## config.mk

```make
export PLATFORM = sky130hd
export DESIGN_NAME = dshot_multichannel_frame_encoder_unit
export DESIGN_NICKNAME = d
export VERILOG_FILES = /design/src/rtl/core/dshenc_pkg.sv /design/src/rtl/core/dshenc_cell.sv /design/src/rtl/core/dshot_multichannel_frame_encoder_unit.sv
export SDC_FILE = /design/constraint.sdc
export NUM_CORES = 1
export LEC_CHECK = 0
export ABC_AREA = 1
export BUFFER_PORTS_ARGS = -buffer_cell sky130_fd_sc_hd__buf_2
export CAP_MARGIN = 0
export CORE_MARGIN = 5
export CORE_UTILIZATION = 49
export DETAILED_ROUTE_END_ITERATION = 8
export PLACE_DENSITY = 0.8
export SLEW_MARGIN = 20
export SYNTH_ARGS = -nofsm -noshare
export SYNTH_HDL_FRONTEND = slang
export SYNTH_SLANG_ARGS = --single-unit
```

## constraint.sdc

```tcl
create_clock -name clk_i -period 4 [get_ports clk_i]
set_input_delay 0.2 -clock clk_i [delete_from_list [all_inputs] [get_ports clk_i]]
set_output_delay 0.2 -clock clk_i [all_outputs]
set_load 0.005 [all_outputs]
```

## src/rtl/core/dshenc_pkg.sv

```systemverilog
`default_nettype none

package dshenc_pkg;

  localparam int unsigned VALUE_W   = 16;
  localparam int unsigned CMP_W     = 16;
  localparam int unsigned MASK_W    = 4;
  localparam int unsigned SLOT_W    = 5;
  localparam int unsigned PORT_CH   = 4;
  localparam int unsigned FRAME_BITS = 16;
  localparam int unsigned DATA_BITS = 11;

  // Register indexes on the configuration port
  localparam logic REG_ZERO_CMP = 1'b0;
  localparam logic REG_ONE_CMP  = 1'b1;

  typedef struct packed {
    logic [VALUE_W-1:0] value_ch0;
    logic [VALUE_W-1:0] value_ch1;
    logic [VALUE_W-1:0] value_ch2;
    logic [VALUE_W-1:0] value_ch3;
    logic [MASK_W-1:0]  telemetry_mask;
  } in_beat_t;

  typedef struct packed {
    logic [SLOT_W-1:0] slot_number;
    logic [CMP_W-1:0]  compare_ch0;
    logic [CMP_W-1:0]  compare_ch1;
    logic [CMP_W-1:0]  compare_ch2;
    logic [CMP_W-1:0]  compare_ch3;
    logic              last_slot;
    logic              bad_value;
  } out_beat_t;

  // 11-bit value, telemetry bit, then XOR-nibble checksum
  function automatic logic [FRAME_BITS-1:0] make_packet(input logic [DATA_BITS-1:0] value,
                                                         input logic telem);
    logic [11:0] payload;
    logic [3:0]  csum;
    payload = {value, telem};
    csum    = payload[3:0] ^ payload[7:4] ^ payload[11:8];
    return {payload, csum};
  endfunction

endpackage

`default_nettype wire

```

## src/rtl/core/dshenc_cell.sv

```systemverilog
`default_nettype none

module dshenc_cell #(
  parameter int unsigned WIDTH = 4
) (
  input  wire logic             clk_i,
  input  wire logic             load_i,
  input  wire logic             shift_i,
  input  wire logic [WIDTH-1:0] load_bits_i,
  input  wire logic [WIDTH-1:0] next_bits_i,
  output logic      [WIDTH-1:0] bits_o
);

  logic [WIDTH-1:0] bits_q, bits_d;

  // Take a fresh packet bit, or the neighbour's bit as the frame moves on
  always_comb begin
    bits_d = bits_q;
    if (load_i) begin
      bits_d = load_bits_i;
    end else if (shift_i) begin
      bits_d = next_bits_i;
    end
  end

  always_ff @(posedge clk_i) begin
    bits_q <= bits_d;
  end

  assign bits_o = bits_q;

endmodule

`default_nettype wire

```

## src/rtl/core/dshot_multichannel_frame_encoder_unit.sv

```systemverilog
`default_nettype none

// DShot frame encoder for up to four motor channels. Each input beat carries
// one throttle/command value per channel and a telemetry mask; it yields
// 16 bit slots (MSB first, one_compare for a 1, zero_compare for a 0) and then
// GAP_SLOT_COUNT gap slots with all compares zero, the final slot flagged
// last_slot. If any active channel value exceeds 2047 a single beat with
// bad_value and last_slot set and all compares zero is sent instead. Rate:
// one output beat per cycle while out_ready_i is high; a frame is 16 +
// GAP_SLOT_COUNT beats (18 by default), a rejected one a single beat; the
// single output register fed by the row of bit cells sets this. One further
// input beat is buffered during a frame, so frames follow with no idle slot.
// Configuration: zero_compare at byte address 0, one_compare at address 4,
// both 16 bits (reset 150 and 300); write only while the block is idle.

module dshot_multichannel_frame_encoder_unit #(
  parameter int unsigned CHANNELS       = 4,
  parameter int unsigned GAP_SLOT_COUNT = 2
) (
  input  wire logic                 clk_i,
  input  wire logic                 rst_ni,
  input  wire logic                 in_valid_i,
  output logic                      in_ready_o,
  input  wire dshenc_pkg::in_beat_t in_data_i,
  output logic                      out_valid_o,
  input  wire logic                 out_ready_i,
  output dshenc_pkg::out_beat_t     out_data_o,
  input  wire logic                 psel,
  input  wire logic                 penable,
  input  wire logic                 pwrite,
  input  wire logic [2:0]           paddr,
  input  wire logic [31:0]          pwdata,
  output logic      [31:0]          prdata,
  output logic                      pready
);

  import dshenc_pkg::*;

  localparam int unsigned TOTAL = FRAME_BITS + GAP_SLOT_COUNT;
  localparam logic [SLOT_W-1:0] LAST_IDX = SLOT_W'(TOTAL - 1);

  // ---------------------------------------------------------------------
  // Configuration registers
  // ---------------------------------------------------------------------
  logic [CMP_W-1:0] zero_cmp_q, zero_cmp_d;
  logic [CMP_W-1:0] one_cmp_q, one_cmp_d;
  logic             cfg_wr;
  logic             reg_idx;

  assign pready  = 1'b1;
  assign cfg_wr  = psel && penable && pwrite && pready;
  assign reg_idx = paddr[2];

  always_comb begin
    zero_cmp_d = zero_cmp_q;
    one_cmp_d  = one_cmp_q;
    if (cfg_wr) begin
      unique case (reg_idx)
        REG_ZERO_CMP: zero_cmp_d = pwdata[CMP_W-1:0];
        REG_ONE_CMP:  one_cmp_d  = pwdata[CMP_W-1:0];
        default:      ;
      endcase
    end
  end

  always_comb begin
    unique case (reg_idx)
      REG_ZERO_CMP: prdata = {{(32-CMP_W){1'b0}}, zero_cmp_q};
      REG_ONE_CMP:  prdata = {{(32-CMP_W){1'b0}}, one_cmp_q};
      default:      prdata = '0;
    endcase
  end

  // ---------------------------------------------------------------------
  // Input buffer: packets are built as the beat is accepted
  // ---------------------------------------------------------------------
  logic [PORT_CH-1:0][VALUE_W-1:0]  in_vals;
  logic [CHANNELS-1:0][FRAME_BITS-1:0] pkt_d;
  logic [CHANNELS-1:0][FRAME_BITS-1:0] buf_pkt_q;
  logic                                in_bad;
  logic                                buf_bad_q;
  logic                                buf_valid_q, buf_valid_d;
  logic                                in_acc;

  assign in_vals = {in_data_i.value_ch3, in_data_i.value_ch2,
                    in_data_i.value_ch1, in_data_i.value_ch0};

  always_comb begin
    in_bad = 1'b0;
    for (int unsigned c = 0; c < CHANNELS; c++) begin
      pkt_d[c] = make_packet(in_vals[c][DATA_BITS-1:0], in_data_i.telemetry_mask[c]);
      if (in_vals[c][VALUE_W-1:DATA_BITS] != '0) begin
        in_bad = 1'b1;
      end
    end
  end

  // ---------------------------------------------------------------------
  // Frame sequencer
  // ---------------------------------------------------------------------
  logic              busy_q, busy_d;
  logic              bad_q, bad_d;
  logic [SLOT_W-1:0] slot_q, slot_d;
  logic              advance;
  logic              is_last;
  logic              done;
  logic              load;

  assign advance    = busy_q && (!out_valid_o || out_ready_i);
  assign is_last    = bad_q || (slot_q == LAST_IDX);
  assign done       = advance && is_last;
  assign load       = buf_valid_q && (!busy_q || done);
  assign in_ready_o = !buf_valid_q || load;
  assign in_acc     = in_valid_i && in_ready_o;

  always_comb begin
    buf_valid_d = buf_valid_q;
    if (in_acc) begin
      buf_valid_d = 1'b1;
    end else if (load) begin
      buf_valid_d = 1'b0;
    end
  end

  always_comb begin
    busy_d = busy_q;
    bad_d  = bad_q;
    slot_d = slot_q;
    if (load) begin
      busy_d = 1'b1;
      bad_d  = buf_bad_q;
      slot_d = '0;
    end else if (done) begin
      busy_d = 1'b0;
    end else if (advance) begin
      slot_d = slot_q + SLOT_W'(1);
    end
  end

  // ---------------------------------------------------------------------
  // Row of bit cells: cell 0 holds the bit now on the wire for every
  // channel; each advance shifts the row one cell towards cell 0.
  // ---------------------------------------------------------------------
  logic [FRAME_BITS-1:0][CHANNELS-1:0] cell_load;
  logic [FRAME_BITS-1:0][CHANNELS-1:0] cell_bits;
  logic [FRAME_BITS-1:0][CHANNELS-1:0] cell_next;

  always_comb begin
    for (int unsigned b = 0; b < FRAME_BITS; b++) begin
      for (int unsigned c = 0; c < CHANNELS; c++) begin
        cell_load[b][c] = buf_pkt_q[c][FRAME_BITS-1-b];
      end
      cell_next[b] = (b == FRAME_BITS - 1) ? '0 : cell_bits[(b + 1) % FRAME_BITS];
    end
  end

  for (genvar b = 0; b < FRAME_BITS; b++) begin : g_cell
    dshenc_cell #(
      .WIDTH(CHANNELS)
    ) u_cell (
      .clk_i      (clk_i),
      .load_i     (load),
      .shift_i    (advance),
      .load_bits_i(cell_load[b]),
      .next_bits_i(cell_next[b]),
      .bits_o     (cell_bits[b])
    );
  end

  // ---------------------------------------------------------------------
  // Output register
  // ---------------------------------------------------------------------
  logic                            out_valid_q, out_valid_d;
  out_beat_t                       out_q, out_d;
  logic [PORT_CH-1:0][CMP_W-1:0]   cmp;
  logic                            in_frame;

  assign in_frame = slot_q < SLOT_W'(FRAME_BITS);

  always_comb begin
    cmp = '0;
    for (int unsigned c = 0; c < CHANNELS; c++) begin
      if (in_frame && !bad_q) begin
        cmp[c] = cell_bits[0][c] ? one_cmp_q : zero_cmp_q;
      end
    end
  end

  always_comb begin
    out_valid_d = out_valid_q;
    out_d       = out_q;
    if (advance) begin
      out_valid_d       = 1'b1;
      out_d.slot_number = bad_q ? '0 : slot_q;
      out_d.compare_ch0 = cmp[0];
      out_d.compare_ch1 = cmp[1];
      out_d.compare_ch2 = cmp[2];
      out_d.compare_ch3 = cmp[3];
      out_d.last_slot   = is_last;
      out_d.bad_value   = bad_q;
    end else if (out_ready_i) begin
      out_valid_d = 1'b0;
    end
  end

  assign out_valid_o = out_valid_q;
  assign out_data_o  = out_q;

  // ---------------------------------------------------------------------
  // Registers
  // ---------------------------------------------------------------------
  always_ff @(posedge clk_i or negedge rst_ni) begin
    if (!rst_ni) begin
      zero_cmp_q  <= CMP_W'(150);
      one_cmp_q   <= CMP_W'(300);
      buf_valid_q <= 1'b0;
      busy_q      <= 1'b0;
      bad_q       <= 1'b0;
      slot_q      <= '0;
      out_valid_q <= 1'b0;
    end else begin
      zero_cmp_q  <= zero_cmp_d;
      one_cmp_q   <= one_cmp_d;
      buf_valid_q <= buf_valid_d;
      busy_q      <= busy_d;
      bad_q       <= bad_d;
      slot_q      <= slot_d;
      out_valid_q <= out_valid_d;
    end
  end

  // Payload: hold unless a new beat lands
  always_ff @(posedge clk_i) begin
    if (in_acc) begin
      buf_pkt_q <= pkt_d;
      buf_bad_q <= in_bad;
    end
    out_q <= out_d;
  end

endmodule

`default_nettype wire
```

==> results.py, run 1 <==
metrics = {
    "global_routing": {
        "first_global_vias": 7073,
        "grt_max_degree": 77,
        "track_usage": 0.188,
        "grt_antenna_before_repair": 0,
        "grt_pass1_wl_mm": 36.7,
        "gr-total-overflow": 0,
    },
    "setup_path": {
        "critPathKind": "reg -> reg",
        "r2r_start": "slot_q[1]",
        "max_stage_delay_ns": 0.56,
        "endpoint_kind": "register",
        "crit_chain": "inv_1 > ha_1 > nand2_1 > inv_1 > nand2_2 > nand2_4 > nand2_4 > nand2_4 > nand2_4 > nand2_2 > buf_12",
        "cp-start-kind": "register",
        "r2r-end": "g_cell[8].u_cell.bits_o[2]",
        "worstPathArrival_ns": 2.52,
        "path_max_fanout": 34,
        "crit_top_cell": "nand2_4",
        "critPathSlowestCell": "nand2_2",
        "ff2ff_path_depth": 11,
        "cp.required_ns": 4.20,
        "rrSetupSlack_ns": 1.69,
    },
    "final_layout": {
        "drive_above_1_share": 0.210,
        "area_growth_pct": 25.2,
        "fin_area_um2": 12800,
        "nets": 1270,
        "fill_cells": 1525,
        "layout.cells.non_filler": 1447,
        "diodes": 0,
    },
    "synth": {
        "syn_area_um2": 10200,
        "synth_seq_area_share": 0.689,
        "synth_cells": 923,
        "yosysWarnings": 0,
        "synth_top_area_frac": 0.588,
        "synth_edf_count": 200,
        "synthTopCellsByArea": "edfxtp_1 59%, nand2_1 13%, dfrtp_1 8.1%, a21oi_1 3.1%, nand3_1 3.1%",
        "synth_common_cells": "343 x nand2_1, 200 x edfxtp_1, 64 x a21oi_1, 63 x nand3_1, 38 x inv_1",
        "synth.most_common_cell": "nand2_1",
        "ys.flop_type": "edfxtp_1",
        "synth_cell_types": 29,
        "async_flop_share": 0.170,
        "synth_seq_cells": 241,
        "yosys.area.top_type": "edfxtp_1",
        "syn_avg_cell_area_um2": 11.1,
    },
    "placement": {
        "gp_congestion": 0.817,
        "pre_cts_slack_ns": 1.69,
        "hpwlAfterDp_mm": 14.0,
        "placed_area_um2": 11200,
        "dp_cells": 1331,
        "portBuffers": 180,
    },
    "die": {
        "dieArea_um2": 23800,
        "chipHeight_um": 154,
        "core-area_um2": 20400,
        "die_w_um": 154,
        "rows": 52,
        "initial_core_util": 0.502,
        "pin_count": 216,
    },
    "route": {
        "ant_nets": 0,
        "wire_per_inst_um": 16.0,
        "drtIter0Drc": 571,
        "drt-vias-per-instance": 5.09,
        "drc_errors": 0,
        "via_count": 7359,
        "wl_met2_mm": 11.5,
        "firstDrtPassIters": 5,
        "met3_length_mm": 2.07,
        "wl_mm": 23.1,
        "top_layer_used": "met4",
        "m1WireLength_mm": 9.16,
    },
    "job": {
        "drv_cap": 0,
    },
    "clock_network": {
        "cts-buffers-inserted": 25,
        "holdBufCountCts": 70,
        "clock_path_buffers": 3,
        "cts_sinks": 241,
        "cts.repair.resized": 0,
        "cts_setup_buffers": 0,
        "clock_latency_ns": 0.52,
        "root_buffer": "clkbuf_16",
        "cts_tree": "built",
        "clk_pin_slew_ns": 0.06,
        "htreeDepth": 1,
    },
    "timing": {
        "finClkSkew_ns": 0.0134,
        "final-hold-violation-count": 0,
        "worstMarginPinSlew_ns": 0.946,
        "worst_slack_ns": 1.69,
        "finalSetupViolCount": 0,
        "slew_headroom": 0.370,
        "rsz0062_at_grt": "false",
        "slew_viol_final": 0,
        "fin_tns_setup_ns": 0,
        "timing.final.crit_share": 0.578,
        "max_freq_mhz": 433,
        "fin_crit_ns": 2.31,
    },
    "min_path": {
        "hold_path.class": "in -> async",
    },
    "pwr": {
        "p_total_mw": 8.87,
        "p_per_area_nw_per_um2": 693,
        "max-vdd-ir-drop_v": 0.000444,
        "leakagePower_nw": 5.49,
    },
    "status": {
        "status": "complete, no violations",
    },
}
worst max-delay path, delay by kind of cell (launching register included):
family | cells | cell delay [ns]
buffers and inverters | 3 | 0.46
and+or+nand+nor | 7 | 0.97
DFF | 1 | 0.41
adders and majority gates | 1 | 0.14
registers in the layout, indices dropped and copies added, names as in the netlist:
register / cells
buf_pkt_q: 64
out_valid_o: 1
one_cmp_q: 16
g_cell.u_cell.bits_o: 64
bad_q: 1
buf_valid_q: 1
buf_bad_q: 1
zero_cmp_q: 16
busy_q: 1
slot_q: 5
out_data_o: 71
power breakdown:
part	leakage [nW]	total (mW)	internal [mW]	switching, mW
clock network	0.400	2.35	1.41	0.938
logic	2.60	2.24	0.714	1.53
registers	2.50	4.28	3.88	0.399
total	5.49	8.87	6.00	2.86
stage by stage:
stage,hold WS (ns),utilization
CTS,0.362,0.628
finish,0.365,0.628
detailed placement,0.382,0.552
floorplan,-0.0956,-
global route,0.405,0.628
global placement,0.359,0.552
worst max path at each step:
stage,cells past startpoint,from,endpoint,slack (ns)
floorplan,8,out_valid_o,g_cell[0].u_cell.bits_o[0],0.29
detailed placement,11,slot_q[1],g_cell[8].u_cell.bits_o[3],1.69
global placement,11,slot_q[1],g_cell[9].u_cell.bits_o[3],1.71
finish,11,slot_q[1],g_cell[8].u_cell.bits_o[2],1.69
global route,11,slot_q[1],g_cell[8].u_cell.bits_o[2],1.53
CTS,11,slot_q[1],g_cell[8].u_cell.bits_o[2],1.67
layout by cell type, fill, tap and decap left out, drive strengths merged, types with 2 or more instances in the layout:
cell,instances
dlygate4sd3,70
a21oi,65
o211ai,5
nand2,349
dfrtp,33
nor2,11
nor4,5
xnor2,32
o2111ai,5
conb,17
ha,2
clkinvlp,4
xor2,3
clkinv,10
buf,188
nand3,63
o21ai,32
bufinv,4
inv,41
edfxtp,200
dfstp,8
clkbuf,27
cell families after synthesis:
group / synth area share
fa+ha+maj: 0.00245
simple gates: 0.172
buf+inv: 0.0495
other cells: 0.000735
compound gates: 0.0559
xor+xnor: 0.0300
flops: 0.689
layout make-up:
cell class	count	area, um2	share of cell area
clock buffer	27	633	0.0495
clock inverter	19	206	0.0161
inverter	40	150	0.0117
multi-input combinational	592	2730	0.214
sequential	241	7040	0.551
tap	270	338	0.0264
timing repair buffer	258	1690	0.132
metal layers:
layer / global-route usage / up-vias
met2: 0.326 / 358
li1: - / 3557
met3: 0.0439 / 37
met4: 0.0378 / 0
met5: 0 / -
met1: 0.245 / 3407
Note: power is estimated with default switching activity, not from simulation.
==> run 2, diff against run 1 <==
--- a/config.mk
+++ b/config.mk
@@ -5,13 +5,13 @@
 export SDC_FILE = /design/constraint.sdc
 export NUM_CORES = 1
 export LEC_CHECK = 0
-export ABC_AREA = 1
+export ABC_AREA = 0
 export BUFFER_PORTS_ARGS = -buffer_cell sky130_fd_sc_hd__buf_2
 export CAP_MARGIN = 0
 export CORE_MARGIN = 5
-export CORE_UTILIZATION = 49
+export CORE_UTILIZATION = 50
 export DETAILED_ROUTE_END_ITERATION = 8
-export PLACE_DENSITY = 0.8
+export PLACE_DENSITY = 0.81
 export SLEW_MARGIN = 20
 export SYNTH_ARGS = -nofsm -noshare
 export SYNTH_HDL_FRONTEND = slang
==> constraint.sdc (replaced) <==
create_clock -name clk_i -period 1.98 [get_ports clk_i]
set_input_delay 0.099 -clock clk_i [delete_from_list [all_inputs] [get_ports clk_i]]
set_output_delay 0.099 -clock clk_i [all_outputs]
set_load 0.005 [all_outputs]
==> run 2 against run 1 <==
Final cell count fell by 18%. Highest routed layer unchanged. Hold slack lost 0.28 ns. Non-clock buffer count increased by 23. Total power rose by 98%.
==> results.py, run 2 <==
metrics = {
    "route": {
        "firstDrtPassIters": 5,
        "wire_per_inst_um": 18.3,
        "drtIter0Drc": 281,
        "ant_nets": 0,
        "via_count": 6017,
        "drt-vias-per-instance": 5.08,
        "wl_mm": 21.7,
        "drc_errors": 0,
    },
    "synth": {
        "yosysWarnings": 0,
        "synth_common_cells": "200 x edfxtp_1, 68 x nor2_1, 64 x mux2i_1, 60 x mux2_4, 48 x mux2_2",
        "yosys.area.top_type": "edfxtp_1",
        "ys.flop_type": "edfxtp_1",
        "syn_area_um2": 10400,
        "synth_cells": 614,
        "synth_top_area_frac": 0.578,
        "syn_avg_cell_area_um2": 16.9,
        "synth_cell_types": 39,
        "synth.most_common_cell": "edfxtp_1",
        "async_flop_share": 0.170,
        "synth_seq_area_share": 0.678,
        "synth_seq_cells": 241,
        "synth_edf_count": 200,
        "synthTopCellsByArea": "edfxtp_1 58%, mux2_4 8.7%, dfrtp_1 8.0%, mux2i_1 6.2%, mux2_2 5.2%",
    },
    "timing": {
        "max_freq_mhz": 514,
        "timing.hold.ws_ns": 0.0812,
        "slew_headroom": 0.546,
        "worstMarginPinSlew_ns": 0.681,
        "final-hold-violation-count": 0,
        "finalSetupViolCount": 0,
        "finClkSkew_ns": 0.00722,
        "timing.final.crit_share": 0.983,
        "slew_viol_final": 0,
        "fin_crit_ns": 1.95,
        "fin_tns_setup_ns": 0,
    },
    "setup_path": {
        "path_max_fanout": 4,
        "critPathSlowestCell": "dfrtp_1",
        "crit_chain": "inv_2 > ha_4 > nand4bb_4 > and2_4 > o211ai_1 > buf_4 > buf_2",
        "endpoint_kind": "primary output",
        "worstPathArrival_ns": 1.85,
        "cp.required_ns": 1.88,
        "max_stage_delay_ns": 0.38,
        "critPathKind": "reg -> out",
        "cp-start-kind": "register",
    },
    "final_layout": {
        "final_util": 0.657,
        "area_growth_pct": 28.8,
        "final_common_cell": "edfxtp_1",
        "final_cell_mix": "200 x edfxtp_1, 180 x buf_2, 69 x dlygate4sd3_1",
        "fill_cells": 1370,
        "layout.cells.non_filler": 1184,
        "largest_reg_flops": 71,
        "drive_above_1_share": 0.421,
        "diodes": 0,
        "nets": 1008,
    },
    "pwr": {
        "p_sw_mw": 4.75,
        "p_total_mw": 17.6,
        "sw_frac_of_total": 0.270,
        "pwr-share-clk": 0.277,
        "p_int_mw": 12.8,
        "leakagePower_nw": 5.70,
        "p_per_area_nw_per_um2": 1310,
        "max-vdd-ir-drop_v": 0.000849,
        "seqPwrFrac": 0.452,
        "comb_power_share": 0.271,
    },
    "status": {
        "status": "complete, no violations",
    },
    "global_routing": {
        "grt_antenna_before_repair": 0,
        "first_global_vias": 6213,
        "grt_max_degree": 72,
        "track_usage": 0.176,
        "gr-total-overflow": 0,
        "grt_pass1_wl_mm": 33.8,
    },
    "die": {
        "dieArea_um2": 23700,
        "core-area_um2": 20400,
        "pin_count": 216,
        "die_w_um": 154,
        "initial_core_util": 0.510,
        "rows": 52,
        "chipHeight_um": 154,
    },
    "placement": {
        "gp_congestion": 0.781,
        "hpwlAfterDp_mm": 13.2,
        "portBuffers": 180,
        "dp_cells": 1062,
    },
    "clock_network": {
        "cts-buffers-inserted": 25,
        "cts_sinks": 241,
        "htreeDepth": 1,
        "clock_path_buffers": 3,
        "clock_latency_ns": 0.51,
        "cts_tree": "built",
        "root_buffer": "clkbuf_16",
        "clk_pin_slew_ns": 0.06,
    },
    "job": {
        "drv_cap": 0,
    },
    "min_path": {
        "hold_path.class": "in -> async",
    },
}
-- run 2: changes by cell type after synthesis, sizes merged, moves of 57 or more --
cell / change
mux2: +108
a21oi: -60
nor2: +57
nand3: -58
nand2: -346
mux2i: +64
-- run 2: logic make-up (layout without fill, tap and decap cells) --
logic type      after synthesis  in the layout  share of synthesized area
xor+xnor                     32             32                     0.0270
buf+inv                      46            330                     0.0295
other cells                   2             17                   0.000723
simple gates                105            106                     0.0517
mux                         172            172                      0.201
flops                       241            241                      0.678
compound gates               14             14                    0.00988
fa+ha+maj                     2              2                    0.00241
-- run 2: path summary, 6_finish.rpt --
kind / start / end / slack [ns] / cells after the start
min: rst_ni / one_cmp_q[11] / 0.08 / 2
max: slot_q[1] / in_ready_o / 0.03 / 7
min in group clk_i: penable / zero_cmp_q[0] / 0.28 / 4
min reg2reg: buf_bad_q / bad_q / 0.51 / 2
max reg2reg: slot_q[1] / buf_pkt_q[2] / 0.03 / 8
max in group asynchronous: rst_ni / zero_cmp_q[2] / 1.18 / 3
-- run 2: what timing repair did --
action | in CTS | in global routing
hold buffers | 70 | 0
setup endpoints to repair | 30 | 63
buffers inserted | 1 | 2
hold endpoints to repair | 133 | 0
gates resized for setup | 1 | 4
gates cloned | 0 | 5
pin swaps | 1 | 2
-- run 2: power by group through the flow --
stage | Sequential (mW) | Combinational, mW | Clock (mW)
finish | 7.95 | 4.77 | 4.87
global placement | 7.95 | 4.38 | 0
CTS | 7.94 | 4.64 | 4.96
detailed placement | 8.01 | 4.48 | 0
global route | 8.10 | 5.19 | 5.18
floorplan | 7.91 | 3.04 | 0
-- run 2: routing by layer --
layer | GRT usage | vias to the layer above | share of wire
li1 | - | 2810 | -
met1 | 0.237 | 2961 | 0.42
met2 | 0.299 | 209 | 0.50
met3 | 0.0360 | 37 | 0.061
met4 | 0.0374 | 0 | 0.018
met5 | 0 | - | 0
-- run 2: stage by stage --
stage	worst slack [ns]	instance area [um2]
5_1_grt	-0.0450	13400
3_3_place_gp	0.0330	11700
2_1_floorplan	-0.205	10500
4_1_cts	0.0122	13300
3_5_place_dp	0.0125	11700
6_report	0.0338	13400
-- run 2: critical path: cells and delay by family, from the launching register on --
kind	cells	cell delay, ns
AO/OA/AOI/OAI	1	0.19
adder cells (fa/ha/maj)	1	0.13
buffers and inverters	3	0.39
flip-flops	1	0.38
AND/OR/NAND/NOR	2	0.25
-- run 2: area by class of cell --
cell class / instances / area, um2 / area share
inverter: 4 / 15.0 / 0.00112
clock inverter: 15 / 199 / 0.0149
multi-input combinational: 343 / 3150 / 0.235
timing repair buffer: 281 / 1980 / 0.148
clock buffer: 30 / 654 / 0.0489
tap: 270 / 338 / 0.0253
sequential: 241 / 7040 / 0.527
